--- src/rtl/mwrs_pkg.sv ---
// Shared types and constants for the Microwire EEPROM read sequencer.
// Used by the top level and by its port checker; no dependencies.
`timescale 1ns / 1ps

package mwrs_pkg;

   localparam int WORD_BITS        = 16;
   localparam int CMD_BITS         = 13;
   localparam int NARROW_ADDR_BITS = 6;
   localparam int WIDE_ADDR_BITS   = 8;

   localparam logic [2:0] READ_OPCODE = 3'd6;

   localparam logic REQ_START = 1'b0;
   localparam logic REQ_TICK  = 1'b1;

   typedef struct packed {
      logic       req_type;
      logic [7:0] location;
      logic       wide_address;
      logic       eeprom_do;
   } req_word_type;

   typedef struct packed {
      logic                 chip_select;
      logic                 shift_clock;
      logic                 data_to_eeprom;
      logic                 busy_res;
      logic                 read_done;
      logic [WORD_BITS-1:0] read_word;
      logic                 request_ignored;
   } rsp_word_type;

endpackage

--- src/rtl/microwire_eeprom_read_sequencer_unit.sv ---
// Each accepted word's result is registered in the result register, or in the skid register.
// Throughput: one word per cycle; a skid register takes one more word while
// the result register is stalled, then req_stall rises.
// A full read takes 2 + 2*(5+width) + 1 + 2*DATA_BITS + 1 tick words.
// Reset (synchronous): sequencer idle, pins low, result and skid registers empty.
`timescale 1ns / 1ps

module microwire_eeprom_read_sequencer_unit #(
   parameter int DATA_BITS = 16
) (
   input  logic                  clock,
   input  logic                  reset,
   input  logic                  req_valid,
   output logic                  req_stall,
   input  mwrs_pkg::req_word_type req_word,
   output logic                  rsp_valid,
   input  logic                  rsp_stall,
   output mwrs_pkg::rsp_word_type rsp_word
);

   typedef enum logic [2:0] {
      PH_IDLE,
      PH_CS_LOW,
      PH_CS_HIGH,
      PH_CMD,
      PH_SETTLE,
      PH_DATA,
      PH_DESELECT
   } phase_type;

   phase_type                         phase_ff,         phase_in;
   logic [4:0]                        bit_counter_ff,   bit_counter_in;
   logic                              half_step_ff,     half_step_in;
   logic [mwrs_pkg::CMD_BITS-1:0]     command_shift_ff, command_shift_in;
   logic [mwrs_pkg::WORD_BITS-1:0]    data_shift_ff,    data_shift_in;
   logic                              cs_ff,            cs_in;
   logic                              clk_ff,           clk_in;
   logic                              di_ff,            di_in;

   logic                              out_valid_ff;
   logic                              skid_valid_ff;
   mwrs_pkg::rsp_word_type            out_ff;
   mwrs_pkg::rsp_word_type            skid_ff;
   mwrs_pkg::rsp_word_type            result;

   logic                              req_accept;
   logic                              rsp_take;
   logic [15:0]                       cmd_ext;
   logic                              cmd_bit;
   logic                              done;
   logic                              ignored;

   assign req_stall  = skid_valid_ff;
   assign req_accept = req_valid && !skid_valid_ff;
   assign rsp_valid  = out_valid_ff;
   assign rsp_take   = out_valid_ff && !rsp_stall;
   assign rsp_word   = out_ff;

   assign cmd_ext = 16'(command_shift_ff);
   assign cmd_bit = cmd_ext[bit_counter_ff[3:0]];

   always_comb begin
      phase_in         = phase_ff;
      bit_counter_in   = bit_counter_ff;
      half_step_in     = half_step_ff;
      command_shift_in = command_shift_ff;
      data_shift_in    = data_shift_ff;
      cs_in            = cs_ff;
      clk_in           = clk_ff;
      di_in            = di_ff;
      done             = 1'b0;
      ignored          = 1'b0;

      if (req_word.req_type == mwrs_pkg::REQ_START) begin
         if (phase_ff != PH_IDLE) begin
            ignored = 1'b1;
         end else begin
            if (req_word.wide_address) begin
               command_shift_in = mwrs_pkg::CMD_BITS'(req_word.location)
                  | (mwrs_pkg::CMD_BITS'(mwrs_pkg::READ_OPCODE) << mwrs_pkg::WIDE_ADDR_BITS);
               bit_counter_in   = 5'(4 + mwrs_pkg::WIDE_ADDR_BITS);
            end else begin
               command_shift_in = mwrs_pkg::CMD_BITS'(req_word.location)
                  | (mwrs_pkg::CMD_BITS'(mwrs_pkg::READ_OPCODE) << mwrs_pkg::NARROW_ADDR_BITS);
               bit_counter_in   = 5'(4 + mwrs_pkg::NARROW_ADDR_BITS);
            end
            half_step_in  = 1'b0;
            data_shift_in = '0;
            phase_in      = PH_CS_LOW;
         end
      end else begin
         unique case (phase_ff)
            PH_IDLE: begin
            end
            PH_CS_LOW: begin
               cs_in    = 1'b0;
               clk_in   = 1'b0;
               di_in    = 1'b0;
               phase_in = PH_CS_HIGH;
            end
            PH_CS_HIGH: begin
               cs_in        = 1'b1;
               clk_in       = 1'b0;
               di_in        = 1'b0;
               half_step_in = 1'b0;
               phase_in     = PH_CMD;
            end
            PH_CMD: begin
               cs_in = 1'b1;
               di_in = cmd_bit;
               if (!half_step_ff) begin
                  clk_in       = 1'b0;
                  half_step_in = 1'b1;
               end else begin
                  clk_in       = 1'b1;
                  half_step_in = 1'b0;
                  if (bit_counter_ff == '0) begin
                     phase_in = PH_SETTLE;
                  end else begin
                     bit_counter_in = bit_counter_ff - 5'd1;
                  end
               end
            end
            PH_SETTLE: begin
               cs_in          = 1'b1;
               clk_in         = 1'b0;
               di_in          = 1'b0;
               bit_counter_in = 5'(DATA_BITS - 1);
               half_step_in   = 1'b0;
               phase_in       = PH_DATA;
            end
            PH_DATA: begin
               cs_in = 1'b1;
               di_in = 1'b0;
               if (!half_step_ff) begin
                  clk_in       = 1'b1;
                  half_step_in = 1'b1;
               end else begin
                  clk_in        = 1'b0;
                  half_step_in  = 1'b0;
                  data_shift_in = {data_shift_ff[mwrs_pkg::WORD_BITS-2:0],
                                   req_word.eeprom_do};
                  if (bit_counter_ff == '0) begin
                     phase_in = PH_DESELECT;
                  end else begin
                     bit_counter_in = bit_counter_ff - 5'd1;
                  end
               end
            end
            PH_DESELECT: begin
               cs_in    = 1'b0;
               clk_in   = 1'b0;
               di_in    = 1'b0;
               done     = 1'b1;
               phase_in = PH_IDLE;
            end
            default: begin
               phase_in = PH_IDLE;
            end
         endcase
      end

      result.chip_select     = cs_in;
      result.shift_clock     = clk_in;
      result.data_to_eeprom  = di_in;
      result.busy_res        = (phase_in != PH_IDLE);
      result.read_done       = done;
      result.read_word       = done ? data_shift_ff : '0;
      result.request_ignored = ignored;
   end

   always_ff @(posedge clock) begin
      if (reset) begin
         phase_ff         <= PH_IDLE;
         bit_counter_ff   <= '0;
         half_step_ff     <= 1'b0;
         command_shift_ff <= '0;
         data_shift_ff    <= '0;
         cs_ff            <= 1'b0;
         clk_ff           <= 1'b0;
         di_ff            <= 1'b0;
         out_valid_ff     <= 1'b0;
         skid_valid_ff    <= 1'b0;
      end else begin
         if (req_accept) begin
            phase_ff         <= phase_in;
            bit_counter_ff   <= bit_counter_in;
            half_step_ff     <= half_step_in;
            command_shift_ff <= command_shift_in;
            data_shift_ff    <= data_shift_in;
            cs_ff            <= cs_in;
            clk_ff           <= clk_in;
            di_ff            <= di_in;
         end
         if (rsp_take || !out_valid_ff) begin
            if (skid_valid_ff) begin
               out_ff        <= skid_ff;
               out_valid_ff  <= 1'b1;
               skid_valid_ff <= 1'b0;
            end else begin
               out_ff       <= result;
               out_valid_ff <= req_accept;
            end
         end else if (req_accept) begin
            skid_ff       <= result;
            skid_valid_ff <= 1'b1;
         end
      end
   end

endmodule

--- config.mk ---
export PLATFORM = sky130hd
export DESIGN_NAME = microwire_eeprom_read_sequencer_unit
export DESIGN_NICKNAME = d
export VERILOG_FILES = /design/src/rtl/mwrs_pkg.sv /design/src/rtl/microwire_eeprom_read_sequencer_unit.sv
export SDC_FILE = /design/constraint.sdc
export NUM_CORES = 1
export LEC_CHECK = 0
export BUFFER_PORTS_ARGS = -buffer_cell sky130_fd_sc_hd__buf_2
export CORE_MARGIN = 3
export CORE_UTILIZATION = 30
export CTS_CLUSTER_SIZE = 28
export DETAILED_ROUTE_END_ITERATION = 8
export GPL_ROUTABILITY_DRIVEN = 0
export MAX_ROUTING_LAYER = met4
export PLACE_DENSITY_LB_ADDON = 0.1
export SLEW_MARGIN = 10
export SYNTH_ARGS = -nofsm -noshare
export SYNTH_HDL_FRONTEND = slang
export SYNTH_SLANG_ARGS = --single-unit
export TNS_END_PERCENT = 100
--- constraint.sdc ---
create_clock -name clock -period 2.6 [get_ports clock]
set_input_delay 0.39 -clock clock [delete_from_list [all_inputs] [get_ports clock]]
set_output_delay 0.39 -clock clock [all_outputs]
set_load 0.005 [all_outputs]
==> impl_metrics.yaml, run 1 <==
status:
  status: "complete, no violations"
place:
  io_buffers: 38
  dp_hpwl_mm: 5.42
  dp_cells: 550
timing:
  period_share_pct: 78.9
  tightest_slew_ns: 0.799
  fin_crit_ns: 2.05
  skew_ns: 0.00828
  fmax_mhz: 487
  hold_viol_final: 0
  rsz0062_at_grt: "false"
  finalSetupTns_ns: 0
  hold-worst-slack_ns: 0.289
  max_slew_margin_pct: 46.7
  setup_viol: 0
  report.final.slew_viol_count: 0
clock_network:
  h-tree-depth: 3
  cts_tree: "done"
  clk_latency_ns: 0.34
  ctsLongestPathBuffers: 2
  post_cts_buffers: 0
  cts_root_buf: "clkbuf_16"
  cts_inserted_buffers: 9
  numClockSinks: 84
  cts_hold_buffers: 0
  cts_resized: 0
  path_clk_slew_ns: 0.06
final_layout:
  fin_util_pct: 36.8
  final_nets: 410
  antenna_cells: 0
  drive_gt1_share_pct: 23.4
  syn_to_final_growth_pct: 17.1
  finalNonFillerCells: 566
  fillerInstances: 1276
synthesis:
  synth_cell_types: 57
  async_reset_ff_share_pct: 0
  synth_seq_cells: 84
  synth.largest_area_cell: "edfxtp_1"
  synth_nets: 373
  syn_avg_cell_area_um2: 10.9
  synth_ff_type: "edfxtp_1"
  synth_area_leaders: "edfxtp_1, dfxtp_1, mux2_2, and2_1, mux2i_1"
  synth_edf_count: 44
  synth_top_area_share_pct: 34.2
  synth_area_um2: 3860
  seq_area_frac_synth_pct: 54.9
  postSynthCellCount: 356
  yosysWarningCount: 0
setup_path:
  crit_path_top_delay_cell: "nor4b_2"
  r2r_start: "bit_counter_ff[0]"
  crit_fanout: 9
  reg2reg_depth: 6
  worstReg2RegEnd: "phase_ff[2]"
  start_kind: "register"
  crit_chain: "inv_1 > ha_1 > nor4b_2 > nand2_1 > or4_1 > a21oi_1"
  slowest_delay_ns: 0.48
  arrival_ns: 2.32
  path_class: "reg -> reg"
  critical_path_required_ns: 2.86
  ff2ff_setup_slack_ns: 0.55
  critPathCaptureType: "register"
hold_path:
  hp-class: "in -> reg"
  hold_path_end: "command_shift_ff[3]"
  holdPathStages: 3
  min-delay-start: "req_word[5]"
routing:
  avgViaCountPerCell: 4.72
  drt-pass1-iter-count: 4
  postRouteAntennaNets: 0
  post_drt_wl_per_cell_um: 14.8
  totalWireLength_mm: 8.38
  drt_iter0_markers: 174
  vias: 2671
  drc: 0
floorplan:
  ioPinCount: 39
  die_area_um2: 14300
  fp.dieW_um: 120
  core_area_um2: 12300
  num_rows: 40
  start_util_pct: 31.4
  die-height_um: 120
global_route:
  first_global_vias: 2621
  grt_usage_pct: 12.7
  grt_pass1_wl_mm: 14.0
  grt_overflow: 0
  grt_start_max_net_pins: 38
  antenna_found_initial: 0
power_and_ir_drop:
  power_leakage_uw: 0.00168
  power_uw: 2900
  powerDensity_nw_per_um2: 640
  ir_drop_mv: 0.332
flow_run:
  maxCapViolCount: 0
==> worst max-delay path: cells and delay by family (launching register included) <==
family	cells	cell delay [ns]
DFF	1	0.44
buffers and inverters	1	0.14
and+or+nand+nor	3	1.07
AOI/OAI and AO/OA	1	0.15
adders and majority gates	1	0.17
==> per-stage QoR <==
step | worst slack, ns | instance area [um^2]
global route | 0.409 | 4530
CTS | 0.543 | 4530
detailed placement | 0.472 | 4250
finish | 0.549 | 4530
floorplan | 0.327 | 3860
global placement | 0.477 | 4250
==> power breakdown <==
part	switching (uW)	internal, uW
registers	29.7	1440
logic	136	94.4
clock network	539	659
==> sequential cells by signal (all words and copies together), names as in the netlist <==
signal and count:
skid_ff 22, data_shift_ff 16, phase_ff 3, req_stall 1, half_step_ff 1, bit_counter_ff 5, rsp_word 22, cs_ff 1
rsp_valid 1, clk_ff 1, command_shift_ff 10, di_ff 1
==> area by class of cell <==
type                       count  area [um^2]  area share [%]
sequential                    84         2120            46.9
multi-input combinational    237         1590            35.2
timing repair buffer          51          288            6.36
clock buffer                  10          229            5.06
tap                          168          210            4.64
clock inverter                 6         47.5            1.05
inverter                      10         37.5           0.829
==> placed cells by master (no fill, tap or decap), drive strengths merged, types with 3 or more instances in the layout <==
cell    netlist  routed
nand2        32      32
inv          10      13
a211oi        4       4
o21ai        13      13
a21oi        17      17
a31oi         6       6
and2         33      33
dfxtp        40      40
clkbuf       17      10
nor3          6       6
nor2b         3       3
o31ai         3       3
nand2b        3       3
edfxtp       44      44
mux2         19      19
buf           8      51
clkinv        0       3
nand3         8       8
mux2i        20      20
nor2         28      28
==> metal layers <==
layer / GRT usage, % / routed length, um
met4: 4.72 / 112
met5: - / 0
met1: 17.9 / 4480
met3: 3.20 / 287
met2: 17.5 / 3500
==> kinds of logic (layout without fill, tap and decap cells) <==
logic type,after synthesis,after routing,share of synthesized area (%)
flops,84,84,54.9
fa+ha+maj,2,2,0.647
buf+inv,35,77,4.05
mux,40,40,11.3
compound gates,62,62,10.9
xor+xnor,3,3,0.680
simple gates,130,130,17.5
==> how the worst max path moves through the flow <==
stage                 startpoint  cells after the start                 to
6_report       bit_counter_ff[0]                      6        phase_ff[2]
5_1_grt        bit_counter_ff[0]                      6        phase_ff[2]
4_1_cts        bit_counter_ff[0]                      6        phase_ff[2]
3_5_place_dp        req_word[10]                      6  data_shift_ff[13]
3_3_place_gp        req_word[10]                      6   data_shift_ff[6]
2_1_floorplan              reset                      3        rsp_word[0]
==> cell usage after synthesis, types with 2 or more instances <==
| cell | n |
|---|---|
| nor4_1 | 2 |
| o211a_1 | 2 |
| ha_1 | 2 |
| nand2_1 | 32 |
| clkbuf_1 | 17 |
| or4b_1 | 2 |
| mux2_2 | 19 |
| mux2i_1 | 20 |
| dfxtp_1 | 40 |
| nand3b_1 | 2 |
| or4_1 | 2 |
| a211oi_1 | 3 |
| and2_1 | 33 |
| o21ai_0 | 12 |
| nand4_1 | 2 |
| o31ai_1 | 3 |
| a31oi_1 | 6 |
| buf_2 | 5 |
| xor2_1 | 2 |
| nor3_1 | 6 |
| nor2b_1 | 3 |
| nand2b_1 | 3 |
| a311oi_1 | 2 |
| edfxtp_1 | 44 |
| nand3_1 | 8 |
| nor2_1 | 28 |
| inv_1 | 10 |
| a21oi_1 | 17 |
No activity file was read; power rests on OpenSTA's default activity.
==> inputs of run 2 (changes only) <==
- ABC_AREA: unset -> 1
- clock period: 2.6 -> 2.14 ns (I/O delays scaled with it)
==> run 2 against run 1 <==
  * Non-clock buffer count fell by 6
  * Clock-buffer cell count unchanged
  * Synthesized cell count up 25%
  * Critical path type unchanged
  * Maximum frequency up 14%
==> impl_metrics.yaml, run 2 <==
floorplan:
  die-height_um: 119
  die_area_um2: 14300
  start_util_pct: 31.4
  fp.dieW_um: 119
  ioPinCount: 39
  num_rows: 40
  core_area_um2: 12300
place:
  dp_hpwl_mm: 5.59
  io_buffers: 38
  post_dp_cell_area_um2: 4200
global_route:
  grt_pass1_wl_mm: 13.5
  grt_usage_pct: 12.5
  grt_overflow: 0
  grt_start_max_net_pins: 32
  antenna_found_initial: 0
  first_global_vias: 2712
clock_network:
  clk_latency_ns: 0.34
  numClockSinks: 84
  ctsLongestPathBuffers: 2
  cts_hold_buffers: 0
  cts_tree: "done"
  path_clk_slew_ns: 0.06
  cts_resized: 0
  cts_inserted_buffers: 9
  post_cts_buffers: 0
  h-tree-depth: 3
  cts_root_buf: "clkbuf_16"
synthesis:
  synth_seq_cells: 84
  synth_top_area_share_pct: 34.2
  postSynthCellCount: 445
  synth_cell_types: 34
  synth_area_leaders: "edfxtp_1, dfxtp_1, nand2_1, nor2_1, inv_1"
  yosysMostFrequentCell: "nand2_1"
  synth_area_um2: 3860
  synth_edf_count: 44
  synth_nets: 462
  async_reset_ff_share_pct: 0
  yosysWarningCount: 0
  synth_ff_type: "edfxtp_1"
  synth.largest_area_cell: "edfxtp_1"
  synthTopCellsByCount: "nand2_1, nor2_1, inv_1"
  syn_avg_cell_area_um2: 8.67
  seq_area_frac_synth_pct: 55.0
final_layout:
  antenna_cells: 0
  fin_util_pct: 36.5
  final_area_um2: 4490
  drive_gt1_share_pct: 19.4
  final_cell_mix: "nand2_1, nor2_1, inv_1"
  syn_to_final_growth_pct: 16.4
  final_nets: 497
  final_common_cell: "nand2_1"
status:
  status: "complete, no violations"
timing:
  rsz0062_at_grt: "false"
  period_share_pct: 84.3
  hold_viol_final: 0
  finalSetupTns_ns: 0
  skew_ns: 0.00419
  setup_viol: 0
  report.final.slew_viol_count: 0
  tightest_slew_ns: 0.432
  max_slew_margin_pct: 71.1
  fmax_mhz: 554
  fin_crit_ns: 1.80
  hold-worst-slack_ns: 0.245
power_and_ir_drop:
  power_uw: 3750
  switching_power_uw: 966
  clkPwrFrac_pct: 40.7
  powerDensity_nw_per_um2: 835
  power_leakage_uw: 0.00189
  p_seq_share_pct: 48.5
  p_sw_share_pct: 25.8
  cell_internal_pwr_uw: 2780
  power_frac_comb_pct: 10.8
  ir_drop_mv: 0.273
setup_path:
  r2r_start: "bit_counter_ff[0]"
  start_kind: "register"
  crit_fanout: 8
  worstReg2RegEnd: "rsp_word[18]"
  arrival_ns: 1.91
  reg2reg_depth: 11
  ff2ff_setup_slack_ns: 0.34
  critical_path_required_ns: 2.24
  critPathCaptureType: "register"
  path_class: "reg -> reg"
routing:
  totalWireLength_mm: 8.16
  vias: 2858
  post_drt_wl_per_cell_um: 12.5
  drt_iter0_markers: 155
  postRouteAntennaNets: 0
  wl_met3_um: 306
  highest_layer: "met4"
  drc: 0
  met2WireLength_mm: 3.34
  avgViaCountPerCell: 4.38
  drt-pass1-iter-count: 4
  drt-met1-wl_mm: 4.32
hold_path:
  hp-class: "in -> reg"
  holdPathStages: 3
  hold_path_end: "data_shift_ff[0]"
  min-delay-start: "req_word[0]"
flow_run:
  maxCapViolCount: 0
==> run 2: cell count changes in the layout (fill, tap and decap cells not counted), moves of 19 or more <==
cell,previous run,this run
mux2_2,19,0
o21ai_1,1,34
and2_1,33,0
nand2_1,32,100
nor2_1,27,51
inv_1,10,48
mux2i_1,20,0
==> run 2: power by group through the flow <==
| stage | Combinational (uW) | Sequential (uW) | Clock [uW] |
|---|---|---|---|
| global route | 463 | 1830 | 1640 |
| CTS | 412 | 1820 | 1580 |
| floorplan | 316 | 1840 | 0 |
| finish | 405 | 1820 | 1520 |
| global placement | 409 | 1850 | 0 |
| detailed placement | 410 | 1860 | 0 |
==> run 2: how the worst max path moves through the flow <==
stage	start	cells after the start	slack (ns)	end
2_1_floorplan	reset	3	0.08	rsp_word[0]
3_3_place_gp	bit_counter_ff[0]	11	0.38	rsp_word[18]
3_5_place_dp	bit_counter_ff[0]	11	0.35	rsp_word[18]
4_1_cts	bit_counter_ff[0]	11	0.34	rsp_word[18]
5_1_grt	bit_counter_ff[0]	11	0.08	rsp_word[18]
6_report	bit_counter_ff[0]	11	0.34	rsp_word[18]
==> run 2: logic make-up after synthesis <==
logic type | synth area share [%]
AO/OA/AOI/OAI | 12.3
XOR/XNOR | 0.227
adder cells (fa/ha/maj) | 0.648
buffers and inverters | 10.1
flip-flops | 55.0
AND/OR/NAND/NOR | 21.8
==> run 2: per-layer routing <==
layer	track usage, %	up-vias
li1	-	1509
met1	16.7	1297
met2	17.6	40
met3	2.90	12
met4	6.44	0
met5	-	-
==> run 2: worst max-delay path: stages, from the launching register on <==
cell	delay (ns)
dfxtp_1	0.37
inv_1	0.20
ha_1	0.20
inv_1	0.04
nor2_1	0.12
nand3_1	0.13
o21ai_0	0.10
nand2_1	0.07
nand2_1	0.10
nand2_1	0.05
o21ai_1	0.12
nand2_1	0.06
==> run 2: final cells by class <==
cell class              count  area, um^2
multi-input cells         282        1350
clock inverters             6        41.3
flip-flops and latches     84        2120
repair buffers             45         280
fillers                  1344        7820
well taps                 168         210
clock buffers              10         250
inverters                  58         234
==> run 2: stage by stage <==
step	cells	worst slack, ns
2_1_floorplan	445	0.0809
3_3_place_gp	637	0.383
3_5_place_dp	637	0.350
4_1_cts	653	0.335
5_1_grt	653	0.0831
6_report	653	0.335
==> inputs of run 3 (changes only) <==
- clock period: 2.14 -> 1.6 ns (I/O delays scaled with it)
==> run 3 against run 2 <==
  * Clock power up 36%
  * Routed wire length rose by 5.8%
  * Largest power group unchanged
  * Setup slack worse by 0.23 ns
  * First-iteration DRC count is 8.4% higher
==> impl_metrics.yaml, run 3 (synthesized netlist as in run 2, its figures left out) <==
clock_network:
  h-tree-depth: 3
  clk_latency_ns: 0.34
  cts_inserted_buffers: 9
  path_clk_slew_ns: 0.06
  ctsLongestPathBuffers: 2
  cts_root_buf: "clkbuf_16"
  numClockSinks: 84
  post_cts_buffers: 0
  cts_tree: "done"
place:
  dp_cells: 654
  dp_hpwl_mm: 5.83
  post_dp_cell_area_um2: 4340
  io_buffers: 38
  place_ws_ns: 0.0281
power_and_ir_drop:
  power_leakage_uw: 0.00197
  p_sw_share_pct: 25.4
  power_uw: 5120
  power_frac_comb_pct: 12.1
  powerDensity_nw_per_um2: 1100
  cell_internal_pwr_uw: 3820
  clkPwrFrac_pct: 40.4
  switching_power_uw: 1300
  ir_drop_mv: 0.388
  p_seq_share_pct: 47.4
setup_path:
  slowest_delay_ns: 0.32
  worst-path-buf-inv: 2
  cp_top_family: "simple AND/OR/NAND/NOR gates"
  critical_path_required_ns: 1.70
  arrival_ns: 1.59
  critPathCaptureType: "register"
  crit_fanout: 3
  crit_path_top_delay_cell: "dfxtp_2"
  start_kind: "register"
  crit_chain: "inv_2 > ha_4 > inv_1 > nor2_2 > nand3_2 > o21ai_1 > nand2_1 > nand2_2 > nand2_1 > o21ai_1 > nand2_1"
  cpMostUsedCell: "nand2_1"
  path_class: "reg -> reg"
  ff2ff_setup_slack_ns: 0.11
routing:
  postRouteAntennaNets: 0
  vias: 2917
  totalWireLength_mm: 8.63
  avgViaCountPerCell: 4.35
  drt_iter0_markers: 168
  drt-pass1-iter-count: 4
  post_drt_wl_per_cell_um: 12.9
  drc: 0
global_route:
  antenna_found_initial: 0
  grt_usage_pct: 13.4
  grt_pass1_wl_mm: 14.7
  first_global_vias: 2855
  grt_overflow: 0
  grt_start_max_net_pins: 32
hold_path:
  hp-class: "in -> reg"
timing:
  skew_ns: 0.00582
  rsz0062_at_grt: "true"
  setup_viol: 0
  tightest_slew_ns: 0.325
  hold_viol_final: 0
  fmax_mhz: 671
  max_slew_margin_pct: 78.3
  fin_crit_ns: 1.49
  period_share_pct: 93.1
  report.final.slew_viol_count: 0
  layout_setup_ws_ns: 0.110
flow_run:
  maxCapViolCount: 0
final_layout:
  final_area_um2: 4660
  antenna_cells: 0
  syn_to_final_growth_pct: 20.7
  finalNonFillerCells: 670
  final_cell_mix: "nand2_1, nor2_1, inv_1"
  final_common_cell: "nand2_1"
  final_nets: 514
  drive_gt1_share_pct: 24.1
floorplan:
  ioPinCount: 39
  core_area_um2: 12300
  start_util_pct: 31.4
  num_rows: 40
  die-height_um: 119
  fp.dieW_um: 119
  die_area_um2: 14300
status:
  status: "complete, no violations"
run 3: final timing paths:
path	from	to	cells after the start
worst max-delay path	bit_counter_ff[0]	rsp_word[18]	11
worst min-delay path	req_word[0]	data_shift_ff[0]	3
worst max register to register	bit_counter_ff[0]	rsp_word[18]	11
worst min register to register	command_shift_ff[6]	command_shift_ff[6]	2
run 3: area by class of cell:
type	count	area, um^2
clock buffers	9	225
clock inverters	7	67.6
fillers	1330	7650
inverters	58	234
multi-input cells	282	1390
flip-flops and latches	84	2130
well taps	168	210
repair buffers	62	408
run 3: repair_timing:
action | CTS | global route
gates resized for setup | 0 | 12
hold endpoints to repair | 0 | 0
hold buffers | 0 | 0
endpoints found under the setup margin | 0 | 29
run 3: tightest hold or removal path: stages:
cell and delay [ns]:
buf_2 0.11, nand3_2 0.07, a21oi_2 0.04
run 3: power by group through the flow:
| stage | combinational, uW | sequential (uW) | clock [uW] |
|---|---|---|---|
| finish | 622 | 2430 | 2070 |
| global route | 708 | 2440 | 2250 |
| CTS | 618 | 2420 | 2140 |
| detailed placement | 615 | 2470 | 0 |
| global placement | 613 | 2470 | 0 |
| floorplan | 427 | 2460 | 0 |
run 3: routing by layer:
layer	track usage [%]	part of all wire [%]	vias to the layer above
li1	-	-	1546
met1	18.9	54	1307
met2	18.8	41	51
met3	2.33	3.5	13
met4	6.01	2.2	0
met5	-	0	-
run 3: stage by stage:
stage | TNS [ns] | hold WS (ns) | utilization (%)
finish | 0 | 0.167 | 37.8
global placement | 0 | 0.442 | 35.2
detailed placement | 0 | 0.449 | 35.2
global route | -0.0314 | 0.169 | 37.8
floorplan | 0 | 0.381 | -
CTS | 0 | 0.151 | 37.6
